## src/design/range_argmin_segment_tree_macros.svh

```systemverilog
`ifndef RANGE_ARGMIN_SEGMENT_TREE_MACROS_SVH
`define RANGE_ARGMIN_SEGMENT_TREE_MACROS_SVH

// Check a property at every rising clock edge outside reset.
`define RASG_ASSERT(label, prop, msg) \
  label: assert property (@(posedge clk_i) disable iff (!rst_ni) (prop)) \
    else $error(msg);

// Check that cons holds in every cycle in which ante holds.
`define RASG_ASSERT_IMP(label, ante, cons, msg) \
  label: assert property (@(posedge clk_i) disable iff (!rst_ni) (ante) |-> (cons)) \
    else $error(msg);

`endif

```

## src/design/rasg_pkg.sv

```systemverilog
`timescale 1ns / 1ps

package rasg_pkg;

  // Tree geometry
  localparam int unsigned LEAVES_LOG2 = 10;
  localparam int unsigned LEAVES      = 1 << LEAVES_LOG2;
  localparam int unsigned NODES       = 2 * LEAVES;
  localparam int unsigned NODE_AW     = LEAVES_LOG2 + 1;  // node index into the store
  localparam int unsigned IDX_W       = NODE_AW + 1;      // walk index, may reach NODES
  localparam int unsigned POS_BITS    = LEAVES_LOG2;
  localparam int unsigned VALUE_BITS  = 32;
  localparam int unsigned NODE_W      = VALUE_BITS + POS_BITS;

  // Stream field layout
  localparam int unsigned POS_FW     = 10;
  localparam int unsigned END_FW     = 11;
  localparam int unsigned VAL_FW     = 32;
  localparam int unsigned POS_LSB    = 0;
  localparam int unsigned END_LSB    = POS_LSB + POS_FW;
  localparam int unsigned VAL_LSB    = END_LSB + END_FW;
  localparam int unsigned IN_DATA_W  = ((POS_FW + END_FW + VAL_FW + 7) / 8) * 8;
  localparam int unsigned OUT_POS_LSB = 0;
  localparam int unsigned OUT_VAL_LSB = OUT_POS_LSB + POS_FW;
  localparam int unsigned OUT_DATA_W = ((POS_FW + VAL_FW + 7) / 8) * 8;

  // Operation codes carried in tuser
  localparam logic FUNC_UPDATE = 1'b0;
  localparam logic FUNC_QUERY  = 1'b1;

  typedef struct packed {
    logic [VALUE_BITS-1:0] value;
    logic [POS_BITS-1:0]   pos;
  } node_t;

  typedef enum logic [2:0] {
    ST_CLEAR,
    ST_IDLE,
    ST_UPD_RD,
    ST_UPD_WR,
    ST_QRY_L,
    ST_QRY_R,
    ST_QRY_FIN
  } state_e;

endpackage

```

## src/design/rasg_better.sv

```systemverilog
`timescale 1ns / 1ps

// Shared compare unit: take the candidate when there is no incumbent, or when it
// has the smaller value, or the same value at a smaller position.
module rasg_better (
  input  rasg_pkg::node_t cand_i,
  input  rasg_pkg::node_t inc_i,
  input  logic            inc_valid_i,
  output logic            take_o
);

  logic val_lt;
  logic val_eq;
  logic pos_lt;

  assign val_lt = cand_i.value < inc_i.value;
  assign val_eq = cand_i.value == inc_i.value;
  assign pos_lt = cand_i.pos < inc_i.pos;
  assign take_o = !inc_valid_i || val_lt || (val_eq && pos_lt);

endmodule

```

## config.mk

```make
export PLATFORM = sky130hd
export DESIGN_NAME = rasg_better
export DESIGN_NICKNAME = d
export VERILOG_FILES = /design/src/design/range_argmin_segment_tree_macros.svh /design/src/design/rasg_pkg.sv /design/src/design/rasg_better.sv
export SDC_FILE = /design/constraint.sdc
export NUM_CORES = 1
export LEC_CHECK = 0
export BUFFER_PORTS_ARGS = -buffer_cell sky130_fd_sc_hd__buf_2
export CORE_MARGIN = 3
export CORE_UTILIZATION = 42
export DETAILED_ROUTE_END_ITERATION = 10
export PLACE_DENSITY = 0.95
export SETUP_SLACK_MARGIN = 0.2
export SYNTH_ARGS = -nofsm -noshare
export SYNTH_HDL_FRONTEND = slang
export SYNTH_SLANG_ARGS = --single-unit
```

## constraint.sdc

```tcl
create_clock -name vclk -period 1.4
set_input_delay 0.07 -clock vclk [all_inputs]
set_output_delay 0.07 -clock vclk [all_outputs]
set_load 0.05 [all_outputs]
```

; Yosys cells after proc, flatten, opt, wreduce, memory -nomap -nowiden
; Index checks and enable logic that the tools add are counted.
[op_classes]
order_cmp = 2
eq_ne = 1
reduce_logical = 4
[op_table]
columns = op, n
row1 = == test 32 bit, 1
row2 = less-than comparator 32 bit, 1
row3 = less-than comparator 10 bit, 1
row4 = logical OR 1 bit, 2
row5 = logical AND 1 bit, 1
row6 = zero test 1 bit, 1
[word_totals]
regBits = 0
output_inout_bits = 1
wordCells = 7

; Depth between registers and ports, before layout
; Gate-level depths: netlist of run 1.
[logic_depth]
word_depth = 3
mapped_depth = 7

; Worst setup path after synthesis of run 1
; No wires, ideal clock.
[synth_path]
path_type = input -> output
start = input port inc_i[24] in the netlist's numbering
end = output port take_o
arrival_time_ns = 1.778
required_time_ns = 1.330
path_slack_ns = -0.448
stages = 7
path_cell_list = inv_1 ha_1 a21oi_1 nand2_1 a221oi_1 a31oi_1 o211ai_1
[synth_via]
elab_chain_cells = 3
elab_cells_between_ends = 5
[synth_rtl]
columns = item, line
row1 = "start, declared", rasg_better.sv:7  ; input rasg_pkg::node_t inc_i,
row2 = less-than comparator 32 bit or == test 32 bit (tied branches), "rasg_better.sv:16, rasg_better.sv:17"
row3 = logical OR 1 bit or logical AND 1 bit (tied branches), rasg_better.sv:19  ; assign take_o = !inc_valid_i || val_lt || (val_eq && pos_lt);
row4 = logical OR 1 bit *, rasg_better.sv:19
row5 = "end, declared", rasg_better.sv:9  ; output logic take_o
; Mark *: on every way between the ends. The rest lies on a longest branch, timed or not.

; Worst setup path after layout of run 1
[layout_path]
start = input port inc_i[32] in the netlist's numbering
end = output port take_o
; Same word-level chain as after synthesis.

==> flow_metrics.env, run 1 <==
export IMPL_status="complete, but fails checks"
export IMPL_violations="setup timing"
export IMPL_fmaxAchievable_mhz=595
export IMPL_dp_slack_ps=-319
export IMPL_synthSimpleGateAreaFrac=0.164
export IMPL_grt_max_degree=4
export IMPL_finalHoldViolCount=0
export IMPL_synth_top_area_cell="ha_1"
export IMPL_max_stage_delay_ps=300
export IMPL_fin_crit_sh=1.20
export IMPL_finalSetupTns_ps=-279
export IMPL_grt_first_pass_wirelength_um=5890
export IMPL_syn_avg_cell_area_um2=7.41
export IMPL_p_total_mw=0.651
export IMPL_cp_arrival_ps=1610
export IMPL_synth_top_family_by_area="adder cells"
export IMPL_drt_wl_total_um=4850
export IMPL_layout_common_cells="65 x buf_2, 23 x inv_1, 23 x ha_4"
export IMPL_p_seq_frac=0
export IMPL_hold_worst_slack_ps=526
export IMPL_power_frac_clock=0
export IMPL_drt_iter0_markers=45
export IMPL_placed_cell_area_um2=1630
export IMPL_core_region_area_um2=2320
export IMPL_synth_area_um2=1070
export IMPL_final_common_cell="buf_2"
export IMPL_vdd_ir_drop_max_uv=255
export IMPL_route_detailed_drc=0
export IMPL_syn_num_nets=270
export IMPL_worst_pin_slew_ps=266
export IMPL_crit_path_top_delay_cell="a221oi_2"
export IMPL_drive_gt1_frac=0.641
export IMPL_via_per_inst=5.65
export IMPL_maxCapViolations=0
export IMPL_setup_slack_ps=-279
export IMPL_start_util=0.460
export IMPL_rsz0062_at_grt="yes"
export IMPL_fp_dieH_um=56.4
export IMPL_num_rows=17
export IMPL_clkbuf_count=0
export IMPL_grt_overflow_total=0
export IMPL_place_gp_congestion=0.750
export IMPL_yosysWarningCount=0
export IMPL_syn_inst=144
export IMPL_crit_path_start_kind="input pin"
export IMPL_synth_seq_area_share=0
export IMPL_power_switching_mw=0.299
export IMPL_seqCellArea_um2=0
export IMPL_area_growth_pct=94.8
export IMPL_leakage_nw=1.08
export IMPL_ys_types=25
export IMPL_io_pins=86
export IMPL_grt_pass1_vias=1453
export IMPL_nets=365
export IMPL_crit_chain="buf_8, inv_4, ha_4, buf_6, a21oi_2, nand2_1, a221oi_2, o21ai_1, o211ai_1, buf_4"
export IMPL_grt_total_usage=0.224
export IMPL_switching_share=0.460
export IMPL_ant_nets=0
export IMPL_via_count=1498
export IMPL_finish_utilization=0.897
export IMPL_io_buffer_count=86
export IMPL_slew_viol_final=0
export IMPL_crit_fanout=2
export IMPL_hpwlAfterDp_um=2790
export IMPL_finalNonFillerCells=265
export IMPL_die_w_um=56.4
export IMPL_die_area_um2=3180
export IMPL_wl_per_cell_um=18.3
export IMPL_antenna_found_initial=0
export IMPL_p_comb_frac=1.000
export IMPL_worstPathRequired_ps=1330
export IMPL_synthMuxAreaShare=0
export IMPL_crit_type="input pin to output pin"
export IMPL_ys_top_cells_by_area="ha_1 48%, inv_1 15%, a21oi_1 6.1%"
export IMPL_synth_compound_gate_area_share=0.208
export IMPL_power_internal_mw=0.351
export IMPL_design_seq_count=0
export IMPL_holdCritPathClass="input pin to output pin"
export IMPL_period_needed_ps=1680
export IMPL_synthAdderAreaFrac=0.481
export IMPL_synth_top_area_frac=0.481
export IMPL_cellPowerDensity_nw_per_um2=313
export IMPL_synth_xor_area_share=0
export IMPL_place_inst=262
export IMPL_setup_viol=1
export IMPL_stdcell_area_um2=2080
export IMPL_end_kind="output pin"
export IMPL_dr_pass1_iters=4
export IMPL_diodes=0
export IMPL_min_path_cells=3
export IMPL_slew_headroom=0.821
==> per-layer routing <==
| layer | wire, um | GRT usage | vias to the layer above |
|---|---|---|---|
| met5 | 0 | 0 | - |
| met3 | 337 | 0.0184 | 32 |
| li1 | - | - | 689 |
| met1 | 1660 | 0.230 | 683 |
| met4 | 290 | 0.0678 | 0 |
| met2 | 2550 | 0.462 | 94 |
==> synthesized netlist by cell type (all sizes together) <==
library cell / count
and2b: 1
o21a: 1
a211oi: 1
a21o: 3
nor4: 1
ha: 41
inv: 42
a2111oi: 1
nand2b: 3
a221oi: 3
nor2b: 1
o211ai: 2
a31oi: 1
o21ai: 7
nand2: 11
o2111ai: 1
nor2: 1
and4: 5
nand3: 2
nand4: 3
a21oi: 13
==> cell families (layout without fill, tap and decap cells) <==
logic type,after synthesis,after routing
and+or+nand+nor,28,28
AOI/OAI and AO/OA,33,33
buffers and inverters,42,135
adders and majority gates,41,41
==> what timing repair did <==
action                                  in CTS  in global routing
cloned                                       0                  0
setup buffers                                2                  1
gates resized for setup                     39                 38
pin swaps                                   18                 23
endpoints found under the setup margin       1                  1
hold buffers                                 0                  0
==> worst max-delay path, delay by kind of cell <==
kind,cells,cell delay (ps)
buffers and inverters,4,510
AOI/OAI and AO/OA,4,760
adders and majority gates,1,190
and+or+nand+nor,1,90
==> power by group through the flow <==
stage | sequential [mW] | clock (mW) | combinational [mW]
2_1_floorplan | 0 | 0 | 0.233
3_5_place_dp | 0 | 0 | 0.427
6_report | 0 | 0 | 0.651
4_1_cts | 0 | 0 | 0.507
3_3_place_gp | 0 | 0 | 0.404
5_1_grt | 0 | 0 | 0.700
==> final timing paths <==
kind	slack, ps	to	from
min	530	take_o	inc_valid_i
max	-280	take_o	inc_i[32]
==> cell type report <==
class	count	area (um^2)
Multi-Input combinational cell	102	1250
Timing Repair Buffer	93	622
Fill cell	111	239
Tap cell	28	35.0
Inverter	42	175
Power figures use the tool's default switching activity.
==> run 2: changes to the inputs <==
--- a/config.mk
+++ b/config.mk
@@ -5,9 +5,10 @@
 export SDC_FILE = /design/constraint.sdc
 export NUM_CORES = 1
 export LEC_CHECK = 0
+export ABC_AREA = 1
 export BUFFER_PORTS_ARGS = -buffer_cell sky130_fd_sc_hd__buf_2
 export CORE_MARGIN = 3
-export CORE_UTILIZATION = 42
+export CORE_UTILIZATION = 43
 export DETAILED_ROUTE_END_ITERATION = 10
 export PLACE_DENSITY = 0.95
 export SETUP_SLACK_MARGIN = 0.2
==> run 2 against run 1 <==
  * Synthesized cell count is 31% higher
  * Area after synthesis rose by 5.3%
  * The flow now stops in 5_1_grt
==> flow_metrics.env, run 2 <==
export IMPL_synth_top_area_cell="ha_1"
export IMPL_io_buffer_count=86
export IMPL_worstEndpointGrtRepair="take_o"
export IMPL_worst_path_end_type="output port"
export IMPL_ys_top_cells_by_area="ha_1 46%, inv_1 17%, nand2_1 16%"
export IMPL_synth_top_area_frac=0.457
export IMPL_hold_buffers=0
export IMPL_synth_commonest_cells="50 x inv_1, 49 x nand2_1, 41 x ha_1, 15 x a21oi_1, 15 x nor2_1"
export IMPL_yosysWarningCount=0
export IMPL_fp_dieH_um=57.1
export IMPL_syn_inst=189
export IMPL_synth_seq_area_share=0
export IMPL_io_pins=86
export IMPL_antenna_found_initial=0
export IMPL_grt_max_degree=4
export IMPL_synthMostInstantiatedCell="inv_1"
export IMPL_synth_area_um2=1120
export IMPL_hpwlAfterDp_um=2600
export IMPL_place_gp_congestion=0.801
export IMPL_status="aborted with a tool error"
export IMPL_first_error="[ERROR DPL-0033] detailed placement checks failed during check placement."
export IMPL_syn_num_nets=315
export IMPL_haltStage="5_1_grt"
export IMPL_die_w_um=57.1
export IMPL_num_rows=17
export IMPL_syn_avg_cell_area_um2=5.94
export IMPL_place_inst=304
export IMPL_ys_types=14
export IMPL_start_util=0.480
-- run 2: cell count changes after synthesis, sizes merged, moves of 4 or more --
cell	before	now
inv	42	52
nor2	1	17
and4	5	0
nand3	2	6
nand2	11	50
-- run 2: cell families after synthesis --
kind of cell / after synthesis / share of synthesized area
buf+inv: 52 / 0.174
fa+ha+maj: 41 / 0.457
compound gates: 23 / 0.112
simple gates: 73 / 0.257
-- run 2: what timing repair did --
item	4_1_cts
endpoints found under the hold margin	0
pin swaps	44
gates resized for setup	90
endpoints found under the setup margin	1
buffers inserted	3
-- run 2: per-stage QoR --
| step | hold slack, ps | cell area, um^2 | util | worst slack, ps |
|---|---|---|---|---|
| floorplan | 389 | 1130 | - | 203 |
| global placement | 604 | 1600 | 0.686 | -134 |
| detailed placement | 606 | 1600 | 0.686 | -141 |
| CTS | 565 | 2130 | 0.910 | 30.2 |
==> run 3: changes to the inputs <==
--- a/config.mk
+++ b/config.mk
@@ -7,11 +7,10 @@
 export LEC_CHECK = 0
 export ABC_AREA = 1
 export BUFFER_PORTS_ARGS = -buffer_cell sky130_fd_sc_hd__buf_2
-export CORE_MARGIN = 3
-export CORE_UTILIZATION = 43
+export CORE_AREA = 3 3 64 66
 export DETAILED_ROUTE_END_ITERATION = 10
-export PLACE_DENSITY = 0.95
-export SETUP_SLACK_MARGIN = 0.2
+export DIE_AREA = 0 0 67 69
+export PLACE_DENSITY_LB_ADDON = 0.15
 export SYNTH_ARGS = -nofsm -noshare
 export SYNTH_HDL_FRONTEND = slang
 export SYNTH_SLANG_ARGS = --single-unit
==> run 3 against run 2 <==
  * The flow now finishes without violations
  * Area after synthesis unchanged
  * Synthesized cell count unchanged
==> flow_metrics.env, run 3 <==
export IMPL_diodes=0
export IMPL_worst_pin_slew_ps=174
export IMPL_dp_slack_ps=-146
export IMPL_ys_top_cells_by_area="ha_1 46%, inv_1 17%, nand2_1 16%"
export IMPL_io_pins=86
export IMPL_antenna_found_initial=0
export IMPL_crit_fanout=2
export IMPL_cellPowerDensity_nw_per_um2=289
export IMPL_rsz0062_at_grt="yes"
export IMPL_synth_area_um2=1120
export IMPL_place_gp_congestion=0.708
export IMPL_finish_utilization=0.597
export IMPL_drt_wl_total_um=3260
export IMPL_hold_worst_slack_ps=525
export IMPL_setup_viol=0
export IMPL_worstPathRequired_ps=1330
export IMPL_ys_types=14
export IMPL_slew_viol_final=0
export IMPL_design_seq_count=0
export IMPL_start_util=0.309
export IMPL_crit_type="input pin to output pin"
export IMPL_area_growth_pct=93.1
export IMPL_fmaxAchievable_mhz=726
export IMPL_io_buffer_count=86
export IMPL_syn_avg_cell_area_um2=5.94
export IMPL_cp_arrival_ps=1310
export IMPL_nets=404
export IMPL_syn_inst=189
export IMPL_grt_first_pass_wirelength_um=4230
export IMPL_final_common_cell="buf_2"
export IMPL_drt_iter0_markers=14
export IMPL_grt_max_degree=4
export IMPL_finalNonFillerCells=324
export IMPL_yosysWarningCount=0
export IMPL_dr_pass1_iters=3
export IMPL_clkbuf_count=0
export IMPL_layout_common_cells="77 x buf_2, 34 x nand2_1, 29 x inv_1"
export IMPL_grt_total_usage=0.104
export IMPL_synth_seq_area_share=0
export IMPL_die_w_um=67
export IMPL_fp_dieH_um=69
export IMPL_period_needed_ps=1380
export IMPL_hold_buffers=0
export IMPL_vdd_ir_drop_max_uv=123
export IMPL_slew_headroom=0.883
export IMPL_syn_num_nets=315
export IMPL_ant_nets=0
export IMPL_fill_cells=345
export IMPL_maxCapViolations=0
export IMPL_core_region_area_um2=3630
export IMPL_finalHoldViolCount=0
export IMPL_fin_crit_sh=0.983
export IMPL_via_per_inst=4.35
export IMPL_setup_slack_ps=23.5
export IMPL_drive_gt1_frac=0.616
export IMPL_hpwlAfterDp_um=2440
export IMPL_synth_top_area_cell="ha_1"
export IMPL_seqCellArea_um2=0
export IMPL_status="finished clean"
export IMPL_die_area_um2=4620
export IMPL_synth_top_area_frac=0.457
export IMPL_p_total_mw=0.627
export IMPL_holdCritPathClass="input pin to output pin"
export IMPL_end_kind="output pin"
export IMPL_grt_overflow_total=0
export IMPL_via_count=1411
export IMPL_placed_cell_area_um2=1610
export IMPL_finalSetupTns_ps=0
export IMPL_place_inst=323
export IMPL_num_rows=22
export IMPL_leakage_nw=1.17
export IMPL_synthMostInstantiatedCell="inv_1"
export IMPL_crit_path_start_kind="input pin"
export IMPL_synth_commonest_cells="50 x inv_1, 49 x nand2_1, 41 x ha_1, 15 x a21oi_1, 15 x nor2_1"
export IMPL_grt_pass1_vias=1197
export IMPL_wl_per_cell_um=10.0
export IMPL_route_detailed_drc=0
export IMPL_stdcell_area_um2=2170
-- run 3: timing repair --
item | in CTS | in global routing
resized for setup | 12 | 88
buffers inserted | 1 | 0
pin swaps | 9 | 46
endpoints found under the setup margin | 1 | 1
-- run 3: area by class of cell --
| class | count | area (um^2) | share of cell area |
|---|---|---|---|
| repair buffers | 87 | 498 | 0.230 |
| well taps | 48 | 60.1 | 0.0277 |
| inverters | 52 | 198 | 0.0911 |
| multi-input cells | 137 | 1410 | 0.652 |
-- run 3: cell families after synthesis --
kind of cell	count (synthesis)	share of synthesized area
AND/OR/NAND/NOR	73	0.257
adder cells (fa/ha/maj)	41	0.457
buffers and inverters	52	0.174
AO/OA/AOI/OAI	23	0.112
-- run 3: final timing paths --
path / from / to / slack, ps / cells after the start
setup / recovery: cand_i[34] / take_o / 20 / 10
hold / removal: inc_valid_i / take_o / 530 / 4
-- run 3: power breakdown --
part / internal, mW / leakage (nW) / total, mW / switching [mW]
registers: 0 / 0 / 0 / 0
clock network: 0 / 0 / 0 / 0
logic: 0.329 / 1.17 / 0.627 / 0.298
total: 0.329 / 1.17 / 0.627 / 0.298
-- run 3: metal layers --
| metal | up-vias | GRT usage | part of all wire |
|---|---|---|---|
| met5 | - | 0 | 0 |
| met4 | 0 | 0 | 0.0043 |
| met3 | 2 | 0.0130 | 0.074 |
| met2 | 47 | 0.194 | 0.53 |
| met1 | 601 | 0.131 | 0.40 |
| li1 | 761 | - | - |
-- run 3: critical path: stages --
cell and delay, ps:
buf_2 120, ha_4 260, nand2_2 70, nor2_4 110, nand2_2 80, nor2_4 120
nand3_2 60, o21a_1 180, nand2_1 70, buf_6 160
