### src/design/range_argmin_segment_tree_macros.svh
`ifndef RANGE_ARGMIN_SEGMENT_TREE_MACROS_SVH
`define RANGE_ARGMIN_SEGMENT_TREE_MACROS_SVH

// Check a property at every rising clock edge outside reset.
`define RASG_ASSERT(label, prop, msg) \
  label: assert property (@(posedge clk_i) disable iff (!rst_ni) (prop)) \
    else $error(msg);

// Check that cons holds in every cycle in which ante holds.
`define RASG_ASSERT_IMP(label, ante, cons, msg) \
  label: assert property (@(posedge clk_i) disable iff (!rst_ni) (ante) |-> (cons)) \
    else $error(msg);

`endif

### src/design/rasg_ram.sv
`timescale 1ns / 1ps

module rasg_ram #(
  parameter int unsigned WIDTH = 8,
  parameter int unsigned DEPTH = 16
) (
  input  logic                     clk_i,
  input  logic                     we_i,
  input  logic [$clog2(DEPTH)-1:0] waddr_i,
  input  logic [WIDTH-1:0]         wdata_i,
  input  logic                     re_i,
  input  logic [$clog2(DEPTH)-1:0] raddr_i,
  output logic [WIDTH-1:0]         rdata_o
);

  logic [WIDTH-1:0] mem_q [DEPTH];

  always_ff @(posedge clk_i) begin
    if (we_i) begin
      mem_q[waddr_i] <= wdata_i;
    end
    if (re_i) begin
      rdata_o <= mem_q[raddr_i];
    end
  end

endmodule

### config.mk
export PLATFORM = sky130hd
export DESIGN_NAME = rasg_ram
export DESIGN_NICKNAME = d
export VERILOG_FILES = /design/src/design/range_argmin_segment_tree_macros.svh /design/src/design/rasg_ram.sv
export SDC_FILE = /design/constraint.sdc
export NUM_CORES = 1
export LEC_CHECK = 0
export BUFFER_PORTS_ARGS = -buffer_cell sky130_fd_sc_hd__buf_4
export CAP_MARGIN = 25
export CORE_UTILIZATION = 52
export CTS_BUF_LIST = sky130_fd_sc_hd__clkbuf_16
export DETAILED_ROUTE_END_ITERATION = 8
export PLACE_DENSITY = 0.74
export SYNTH_ARGS = -nofsm -noshare
export SYNTH_HDL_FRONTEND = slang
export SYNTH_SLANG_ARGS = --single-unit
### constraint.sdc
create_clock -name clk_i -period 1.7 [get_ports clk_i]
set_input_delay 0.085 -clock clk_i [delete_from_list [all_inputs] [get_ports clk_i]]
set_output_delay 0.085 -clock clk_i [all_outputs]
set_load 0.01 [all_outputs]
### Word-level counts from Yosys, hierarchy flattened

Memory sizes are Yosys's and may differ from the RTL's. A register that Yosys moved wholly into a read port is not among the register bits.
Cells that the tools add are included.

| storage, ports and cells | value |
|---|---|
| bits in registers | 0 |
| bits in writable memories | 128 |
| bits of input ports | 19 |
| logic and storage cells | 3 |
| memories | 1 |

Memory list:

| name | words | width | rd ports | clocked after memory_dff | write ports | RTL line | text |
|---|---|---|---|---|---|---|---|
| mem_q | 16 | 8 | 1 | 1 | 1 | rasg_ram.sv:16 | `logic [WIDTH-1:0] mem_q [DEPTH];` |

| operators by class | value |
|---|---|
| mux-type cells | 2 |

Operators with widths:

| operator | count |
|---|---|
| $mux W1 | 2 |

### Longest topological paths before layout

Gate-level depths: netlist of the first run.

| depth | value |
|---|---|
| depth after elaboration | 2 |
| gate-level depth with buffers | 5 |
| depth with buffers taken out | 3 |

### Worst setup path after synthesis of the first run

Ideal clock, no wire load.

| path | value |
|---|---|
| path kind | in2reg |
| from | in waddr_i[2] |
| to | mem mem_q[0][0], enable pin |
| library setup time | 0.383 ns |
| data arrival time | 1.195 ns |
| setup slack | 0.122 ns |
| cell stages on the path | 2 |
| buffers on the path | 0 |
| cell sequence | or3b_2 -> nor3_1 |

RTL lines:

| item | RTL line | text |
|---|---|---|
| from (decl) | rasg_ram.sv:9 | `input logic [$clog2(DEPTH)-1:0] waddr_i,` |
| to (decl) | rasg_ram.sv:16 |  |

No word-level cell before the write port.

==> results of run 1 <==
-- stage by stage --
| stage | hold slack, ps | instance area [µm²] |
|---|---|---|
| after floorplan | 184 | 5230 |
| after global placement | 390 | 5750 |
| after detailed placement | 409 | 5750 |
| after CTS | 161 | 6400 |
| after global routing | 188 | 6400 |
| final | 170 | 6400 |
-- cell type report --
class,instances,area share
flip-flops and latches,136,0.638
multi-input cells,83,0.165
repair buffers,61,0.0829
clock buffers,17,0.0665
well taps,133,0.0260
clock inverters,14,0.0211
-- flip-flops by register name, summed over array words and instances (netlist names) --
signal and cells:
mem_q 128, rdata_o 8
-- layer usage --
| layer | track usage | share of wire |
|---|---|---|
| met5 | 0 | 0 |
| met4 | 0.101 | 0.019 |
| met3 | 0.0711 | 0.065 |
| met2 | 0.353 | 0.53 |
| met1 | 0.264 | 0.39 |
-- what timing repair did --
action / 4_1_cts / 5_1_grt
gates resized for setup: 0 / 0
hold buffers: 9 / 0
endpoints found under the hold margin: 109 / 0
-- cells in the mapped netlist (all sizes together) --
library cell   instances  share of area
edfxtp               136           0.78
mux4                  32           0.15
a22oi                 16          0.023
nor2                  13         0.0093
nand2                  9         0.0065
buf                    7          0.011
nor3                   4         0.0038
clkdlybuf4s25          3         0.0057
nand2b                 2         0.0024
nand3b                 2         0.0029
and2                   1         0.0012
and2b                  1         0.0014
nand3                  1        0.00096
nor2b                  1         0.0012
or3b                   1         0.0017
-- kinds of logic after synthesis --
kind of cell,count (synthesis),share of synthesized area
compound gates,16,0.0230
buf+inv,10,0.0165
flops,136,0.781
mux,32,0.148
simple gates,35,0.0314
-- worst paths after layout --
check	start	endpoint	slack, ps	cells past startpoint
hold / removal	waddr_i[0]	mem_q[4][5]	170	3
setup reg to reg	mem_q[2][4]	rdata_o[4]	220	3
setup / recovery	mem_q[2][4]	rdata_o[4]	220	3
hold reg to reg	mem_q[14][6]	rdata_o[6]	750	3
-- power by group through the flow --
stage               Combinational, mW  Clock [mW]  Sequential (mW)
floorplan                       0.191           0             3.87
global placement                0.377           0             3.87
detailed placement              0.389           0             3.87
CTS                             0.409        3.48             3.80
global route                    0.436        3.62             3.81
finish                          0.403        3.44             3.80
-- critical path, cell delays in order, from the launching register on --
cell and delay [ps]:
sky130_fd_sc_hd__edfxtp_1 360, sky130_fd_sc_hd__mux4_2 470, sky130_fd_sc_hd__a22oi_1 280, sky130_fd_sc_hd__nand2_1 100
==> metrics.txt, run 1 <==
run status=finished clean; remaining global-route overflow=0; post-synthesis area per instance=22.8 µm²; total negative slack=0 ps; clock transition at the registers of the reported paths=60 ps; maximum clock frequency=0.675 GHz; sequential group share of total power=0.497; clock sinks=136; first-pass GRT wire length=15,200 µm; floorplan die area=0.0105 mm²; number of cells in the finished layout apart from fillers=444; antenna violations before repair=0; minimum setup slack in the final design=219 ps; synthesis-to-layout area growth=22.4%; Iter 0 DRT Violations=196; Max transition margin=0.732; total CTS buffers=17; type of element capturing the critical path=flop; number of nets produced by synthesis=248; gp weighted congestion=0.763; Port Buffers=26; share of post-route cells with drive strength above 1=0.318; FP Rows=36; total of flip-flops plus latches after synthesis=136; H-tree depth=4; Internal Pwr Total=6.10 mW; Post-CTS Setup Repair Bufs=0; remaining design rule violation count=0; initial core utilization=0.535; Max-Cap Viols=0; detailed-route via count=2,536; area used by sequential logic in the layout=0.00408 mm²; most common cell after layout, fill and taps aside=sky130_fd_sc_hd__edfxtp_1; Inserted Diodes=0; share of power burned in combinational logic=0.053; area of the multi-input gates=0.00106 mm²; RSZ-0062 raised after global routing=no; largest net degree at the start of global routing=17; count of mapped cells out of synthesis=229; pwr dens=1200 mW/mm²; commonest cells after routing, fill and taps aside=136 x sky130_fd_sc_hd__edfxtp_1, 48 x sky130_fd_sc_hd__buf_4, 18 x sky130_fd_sc_hd__mux4_2; final design utilization=0.655; worst slack at placement=34.5 ps; net switching power=1.54 mW; instance count after placement with tap cells included=404; Final ANT Viol Nets=0; data arrival time of the worst path=1630 ps; TritonCTS clock tree=done; IR drop worst, VDD=548 µV; LEAKAGE=2.19 nW; clock tree skew after final layout=13.3 ps; mean routed wirelength per cell=22.5 µm; Hold Violations, Final=0; Filler cells=636; number of pins with negative max-slew slack in the final report=0; nets@finish=318; Design Power=7.65 mW; Hold Path Class=in -> reg; transition time at the pin with the least slew margin=403 ps; share of the yosys chip area belonging to registers=0.781; Clk Latency, worst-skew pair=410 ps; cell area after technology mapping=0.00523 mm²; top-level I/O count=27; Synth cell types=18; Die Ht=102 µm; critical path launch point type=flop; via count of the first global-routing pass=2,657; total detailed-routing wirelength=10,000 µm; Root Buffer=sky130_fd_sc_hd__clkbuf_16; portion of total power attributed to the clock network=0.450; sum of net half-perimeters after detailed placement=6450 µm; Tcrit/Tclk final=0.871; Period minus WS final=1480 ps; ratio of routed vias to standard cells=5.71; CP Class=reg -> reg; gr usage total=0.216; die width=102 µm; area of the core region=0.00977 mm²; proportion of total power due to net switching=0.202; drt pass-1 iters=4; CTS max path bufs=2; final setup violation count=0; peak fanout along the critical path=1; count of synthesis-stage warnings from yosys=0; critical path data required time=1850 ps
Note: power is estimated with default switching activity, not from simulation.
==> run 2, diff against run 1 <==
--- a/config.mk
+++ b/config.mk
@@ -10,7 +10,7 @@
 export CORE_UTILIZATION = 52
 export CTS_BUF_LIST = sky130_fd_sc_hd__clkbuf_16
 export DETAILED_ROUTE_END_ITERATION = 8
-export PLACE_DENSITY = 0.74
+export PLACE_DENSITY = 0.71
 export SYNTH_ARGS = -nofsm -noshare
 export SYNTH_HDL_FRONTEND = slang
 export SYNTH_SLANG_ARGS = --single-unit
==> metrics.txt, run 2 (synthesis results as in run 1) <==
run status=finished clean; share of post-route cells with drive strength above 1=0.302 (-0.0164); first-pass GRT wire length=15,300 µm (+0.73%); pwr dens=1220 mW/mm² (+2.5%); die width=102 µm (unchanged); hold bufs inserted after CTS=9 (unchanged); Port Buffers=26 (unchanged); crit-path cells=mux4_1 > a22oi_1 > nand2_1; Post-CTS Setup Repair Bufs=0 (unchanged); FP Rows=36 (unchanged); Worst path max stage delay=550 ps (+80 ps); proportion of total power due to net switching=0.187 (-0.0146); Max-Cap Viols=0 (unchanged); IR drop worst, VDD=788 µV (+44%); via count of the first global-routing pass=2,622 (-1.3%); gp weighted congestion=0.716 (-6.1%); clock sinks=136 (unchanged); number of pins with negative max-slew slack in the final report=0 (unchanged); remaining global-route overflow=0 (unchanged); total detailed-routing wirelength=10,300 µm (+2.8%); cell area after layout=0.00641 mm² (+0.12%); clock tree skew after final layout=5.02 ps (-8.24 ps); area of the core region=0.00977 mm² (unchanged); Iter 0 DRT Violations=146 (-26%); remaining design rule violation count=0 (unchanged); maximum clock frequency=0.648 GHz (-4.0%); CTS max path bufs=2 (unchanged); sum of net half-perimeters after detailed placement=6210 µm (-3.6%); RSZ-0062 raised after global routing=no; Inserted Diodes=0 (unchanged); largest register by flop count=mem_q; max FFs per register=128 (unchanged); highest-delay cell along the critical path=sky130_fd_sc_hd__mux4_1; Resized Gates After CTS=0 (unchanged); data arrival time of the worst path=1700 ps (+70 ps); critical path data required time=1850 ps (about the same); floorplan die area=0.0105 mm² (unchanged); type of element capturing the critical path=flop; Filler cells=634 (-0.31%); Internal Pwr Total=6.38 mW (+4.5%); nets@finish=315 (-0.94%); mean routed wirelength per cell=23.3 µm (+3.4%); portion of total power attributed to the clock network=0.464 (+0.014); ratio of routed vias to standard cells=5.70 (-0.27%); total negative slack=0 ps (unchanged); transition time at the pin with the least slew margin=407 ps (+4.65 ps); Hold Path Class=in -> reg; Max transition margin=0.728 (-0.00310); Post-DP Area=0.00573 mm² (-0.39%); commonest cells after routing, fill and taps aside=136 x sky130_fd_sc_hd__edfxtp_1, 45 x sky130_fd_sc_hd__buf_4, 18 x sky130_fd_sc_hd__mux4_2; Clk Latency, worst-skew pair=410 ps (about the same); critical path launch point type=flop; initial core utilization=0.535 (unchanged); TritonCTS clock tree=done; synthesis-to-layout area growth=22.5%; CP Class=reg -> reg; clock transition at the registers of the reported paths=60 ps (about the same); peak fanout along the critical path=1 (unchanged); Final ANT Viol Nets=0 (unchanged); final setup violation count=0 (unchanged); detailed-route via count=2,512 (-0.95%); Root Buffer=sky130_fd_sc_hd__clkbuf_16; total CTS buffers=17 (unchanged); sequential group share of total power=0.485 (-0.012); drt pass-1 iters=6 (+2); most common cell after layout, fill and taps aside=sky130_fd_sc_hd__edfxtp_1; net switching power=1.47 mW (-4.8%); Period minus WS final=1540 ps (+61.1 ps); Hold Violations, Final=0 (unchanged); antenna violations before repair=0 (unchanged); Hold Slack=205 ps (+35.3 ps); H-tree depth=4 (unchanged); share of power burned in combinational logic=0.051 (-0.002); gr usage total=0.220 (+0.00408); Tcrit/Tclk final=0.907 (+0.0360); Die Ht=102 µm (unchanged); top-level I/O count=27 (unchanged); LEAKAGE=2.20 nW (+0.57%); largest registers=mem_q (128), rdata_o (8); largest net degree at the start of global routing=22 (+5)
==> run 2: changes by cell type in the layout (fill, tap and decap cells not counted) <==
cell	delta
sky130_fd_sc_hd__bufinv_16	+2
sky130_fd_sc_hd__buf_4	-3
sky130_fd_sc_hd__inv_1	+2
sky130_fd_sc_hd__clkinvlp_4	-2
sky130_fd_sc_hd__clkinv_1	+1
sky130_fd_sc_hd__clkinv_4	-3
==> run 2: worst max-delay path: cells and delay by family, from the launching register on <==
family	cells	cell delay (ps)
compound gates	1	280
flops	1	380
mux	1	550
simple gates	1	80
==> run 2: path summary, 6_finish.rpt <==
kind | start | to | slack (ps) | depth (start not counted)
worst max-delay path | mem_q[1][1] | rdata_o[1] | 160 | 3
worst min-delay path | waddr_i[0] | mem_q[0][5] | 210 | 3
worst max register to register | mem_q[1][1] | rdata_o[1] | 160 | 3
worst min register to register | mem_q[7][2] | rdata_o[2] | 750 | 3
==> run 2: routing by layer <==
metal,wire [µm],vias up,track usage
met5,0,-,0
met4,165,0,0.102
met3,527,12,0.0547
met2,5240,78,0.356
met1,4350,1306,0.285
li1,-,1116,-
==> run 2: final cells by class <==
| cell class | instances | area [µm²] | area share |
|---|---|---|---|
| clock buffer | 17 | 425 | 0.0664 |
| clock inverter | 14 | 165 | 0.0258 |
| multi-input combinational | 83 | 1060 | 0.165 |
| sequential | 136 | 4080 | 0.638 |
| tap | 133 | 166 | 0.0260 |
| timing repair buffer | 58 | 508 | 0.0793 |
==> run 2: per-stage QoR <==
stage | cells | util | power (mW) | setup WS [ps]
after floorplan | 229 | - | 4.06 | 122
after global placement | 401 | 0.586 | 4.24 | 48.0
after detailed placement | 401 | 0.586 | 4.26 | 74.0
after CTS | 441 | 0.655 | 7.90 | 136
after global routing | 441 | 0.655 | 8.07 | 114
final | 441 | 0.655 | 7.84 | 157
==> run 2: power groups by stage <==
stage | clock (mW) | combinational, mW | sequential, mW
2_1_floorplan | 0 | 0.191 | 3.87
3_3_place_gp | 0 | 0.378 | 3.87
3_5_place_dp | 0 | 0.386 | 3.87
4_1_cts | 3.69 | 0.406 | 3.80
5_1_grt | 3.83 | 0.432 | 3.81
6_report | 3.64 | 0.401 | 3.80
==> run 3, diff against run 2 <==
--- a/config.mk
+++ b/config.mk
@@ -5,6 +5,7 @@
 export SDC_FILE = /design/constraint.sdc
 export NUM_CORES = 1
 export LEC_CHECK = 0
+export ABC_AREA = 1
 export BUFFER_PORTS_ARGS = -buffer_cell sky130_fd_sc_hd__buf_4
 export CAP_MARGIN = 25
 export CORE_UTILIZATION = 52
==> metrics.txt, run 3 <==
run status=finished clean; proportion of netlist area held by the largest area contributor=0.698 (-0.0828); crit-path cells=inv_1 > nand2_1 > nand3_1 > nand3_1 > nand3_1 > nand2_1; floorplan die area=0.0117 mm² (+12%); cell area after technology mapping=0.00585 mm² (+12%); Final ANT Viol Nets=0 (unchanged); Period minus WS final=1170 ps (-369 ps); cell type group with the largest total delay on the critical path=simple AND/OR/NAND/NOR gates; FP Rows=38 (+5.6%); total detailed-routing wirelength=13,900 µm (+36%); area used by sequential logic in the layout=0.00408 mm² (unchanged); worst slack at placement=314 ps (+240 ps); main area contributors after synthesis=sky130_fd_sc_hd__edfxtp_1 70%, sky130_fd_sc_hd__nand2_1 11%, sky130_fd_sc_hd__nand3_1 8.3%; Root Buffer=sky130_fd_sc_hd__clkbuf_16; drt pass-1 iters=7 (+1); most common cell in the netlist=sky130_fd_sc_hd__nand2_1; critical path data required time=1870 ps (+20 ps); post-synth top area cell=sky130_fd_sc_hd__edfxtp_1; number of nets produced by synthesis=570 (+130%); Port Buffers=26 (unchanged); Inserted Diodes=0 (unchanged); Tcrit/Tclk final=0.690 (-0.217); final design utilization=0.635 (-0.0199); area of the core region=0.0109 mm² (+11%); pwr dens=1230 mW/mm² (+0.42%); detailed-route via count=4,026 (+60%); instance count after placement with tap cells included=715 (+78%); top-level I/O count=27 (unchanged); total negative slack=0 ps (unchanged); cell area after layout=0.00692 mm² (+8.0%); sum of net half-perimeters after detailed placement=8500 µm (+37%); number of pins with negative max-slew slack in the final report=0 (unchanged); peak fanout along the critical path=1 (unchanged); count of synthesis-stage warnings from yosys=0 (unchanged); TritonCTS clock tree=done; Hold Slack=15.7 ps (-190 ps); share of post-route cells with drive strength above 1=0.133 (-0.169); CTS max path bufs=2 (unchanged); Die Ht=108 µm (+5.6%); first-pass GRT wire length=21,300 µm (+39%); top cells by count, synth=173 x sky130_fd_sc_hd__nand2_1, 136 x sky130_fd_sc_hd__edfxtp_1, 100 x sky130_fd_sc_hd__inv_1, 97 x sky130_fd_sc_hd__nand3_1, 17 x sky130_fd_sc_hd__nor2_1; initial core utilization=0.537 (+0.00218); asr flop ratio synth=0 (unchanged); clock tree skew after final layout=6.33 ps (+1.31 ps); Max-Cap Viols=0 (unchanged); most common cell after layout, fill and taps aside=sky130_fd_sc_hd__nand2_1; mean routed wirelength per cell=18.6 µm (-20%); largest registers=mem_q (128), rdata_o (8); dominant synthesized flop cell=sky130_fd_sc_hd__edfxtp_1; Crit path buffers/inverters=1 (+1); data arrival time of the worst path=1340 ps (-360 ps); gp weighted congestion=0.855 (+19%); transition time at the pin with the least slew margin=634 ps (+227 ps); clock transition at the registers of the reported paths=60 ps (about the same); nets@finish=614 (+95%); via count of the first global-routing pass=3,905 (+49%); Resized Gates After CTS=0 (unchanged); cell mode on critical path=sky130_fd_sc_hd__nand3_1; Filler cells=842 (+33%); IR drop worst, VDD=725 µV (-7.9%); type of element capturing the critical path=flop; Iter 0 DRT Violations=402 (+180%); total CTS buffers=17 (unchanged); LEAKAGE=3.01 nW (+37%); Hold Path Class=in -> reg; minimum setup slack in the final design=527 ps (+369 ps); synthesis-to-layout area growth=18.3%; Post-DP Area=0.00623 mm² (+8.8%); die width=108 µm (+5.6%); largest net degree at the start of global routing=40 (+82%); final setup violation count=0 (unchanged); commonest cells after routing, fill and taps aside=173 x sky130_fd_sc_hd__nand2_1, 136 x sky130_fd_sc_hd__edfxtp_1, 100 x sky130_fd_sc_hd__inv_1; count of mapped cells out of synthesis=551 (+140%); Max transition margin=0.577 (-0.152); number of cells in the finished layout apart from fillers=748 (+70%); H-tree depth=4 (unchanged); share of the yosys chip area belonging to registers=0.698 (-0.0828); CP Class=reg -> reg; RSZ-0062 raised after global routing=no; maximum clock frequency=0.852 GHz (+31%); clock sinks=136 (unchanged); Worst path max stage delay=370 ps (-180 ps); post-synthesis area per instance=10.6 µm² (-54%); max FFs per register=128 (unchanged); area of the multi-input gates=0.00121 mm² (+15%); ratio of routed vias to standard cells=5.38 (-5.5%); antenna violations before repair=0 (unchanged); gr usage total=0.263 (+0.0422); highest-delay cell along the critical path=sky130_fd_sc_hd__edfxtp_1; total of flip-flops plus latches after synthesis=136 (unchanged); remaining global-route overflow=0 (unchanged); Clk Latency, worst-skew pair=420 ps (about the same); EDFF count, synth=136 (unchanged); critical path launch point type=flop; Hold Violations, Final=0 (unchanged); largest register by flop count=mem_q; remaining design rule violation count=0 (unchanged); Design Power=8.51 mW (+8.5%); Synth cell types=11 (-7)
## run 3: changes by cell type after synthesis, moves of 3 or more
cell and delta:
sky130_fd_sc_hd__buf_6 +3, sky130_fd_sc_hd__nand2_1 +164, sky130_fd_sc_hd__nand3_1 +96, sky130_fd_sc_hd__nor3_1 -4
sky130_fd_sc_hd__a22oi_1 -16, sky130_fd_sc_hd__mux4_2 -18, sky130_fd_sc_hd__buf_2 +10, sky130_fd_sc_hd__nor2_1 +4
sky130_fd_sc_hd__buf_4 +3, sky130_fd_sc_hd__mux4_1 -14, sky130_fd_sc_hd__inv_1 +100, sky130_fd_sc_hd__clkdlybuf4s25_2 -3
## run 3: area by class of cell
class,instances,share of cell area
timing repair buffer,49,0.0553
clock inverter,15,0.0369
sequential,136,0.590
clock buffer,17,0.0615
multi-input combinational,289,0.175
inverter,102,0.0553
tap,140,0.0253
## run 3: worst reg2reg max path: cells and delay by family, from the launching register on
family / cells / cell delay [ps]
buffers and inverters: 1 / 70
flip-flops: 1 / 370
AND/OR/NAND/NOR: 5 / 480
## run 3: kinds of logic after synthesis
logic type / Yosys count / synth area share
DFF: 136 / 0.698
buffers and inverters: 126 / 0.0939
and+or+nand+nor: 289 / 0.208
## run 3: path summary, 6_finish.rpt
check | slack (ps) | depth (start not counted) | from | end
worst min register to register | 760 | 6 | mem_q[2][1] | rdata_o[1]
worst max register to register | 530 | 6 | mem_q[4][3] | rdata_o[3]
worst min-delay path | 20 | 1 | wdata_i[5] | mem_q[2][5]
worst max-delay path | 530 | 6 | mem_q[4][3] | rdata_o[3]
## run 3: what timing repair did
item                                   4_1_cts  5_1_grt
setup endpoints to repair                    0        0
endpoints found under the hold margin        8        0
buffers inserted                             0        0
hold buffers                                 1        0
## run 3: routing by layer
| layer | global-route usage | routed length, µm | up-vias |
|---|---|---|---|
| li1 | - | - | 1867 |
| met1 | 0.346 | 5610 | 1877 |
| met2 | 0.397 | 6390 | 239 |
| met3 | 0.0808 | 1410 | 43 |
| met4 | 0.128 | 520 | 0 |
| met5 | 0 | 0 | - |
## run 3: report_power, final
part	internal (mW)	switching, mW	leakage, nW
logic	0.154	0.334	1.44
clock network	2.88	1.34	0.334
registers	3.78	0.0271	1.24
total	6.81	1.70	3.01
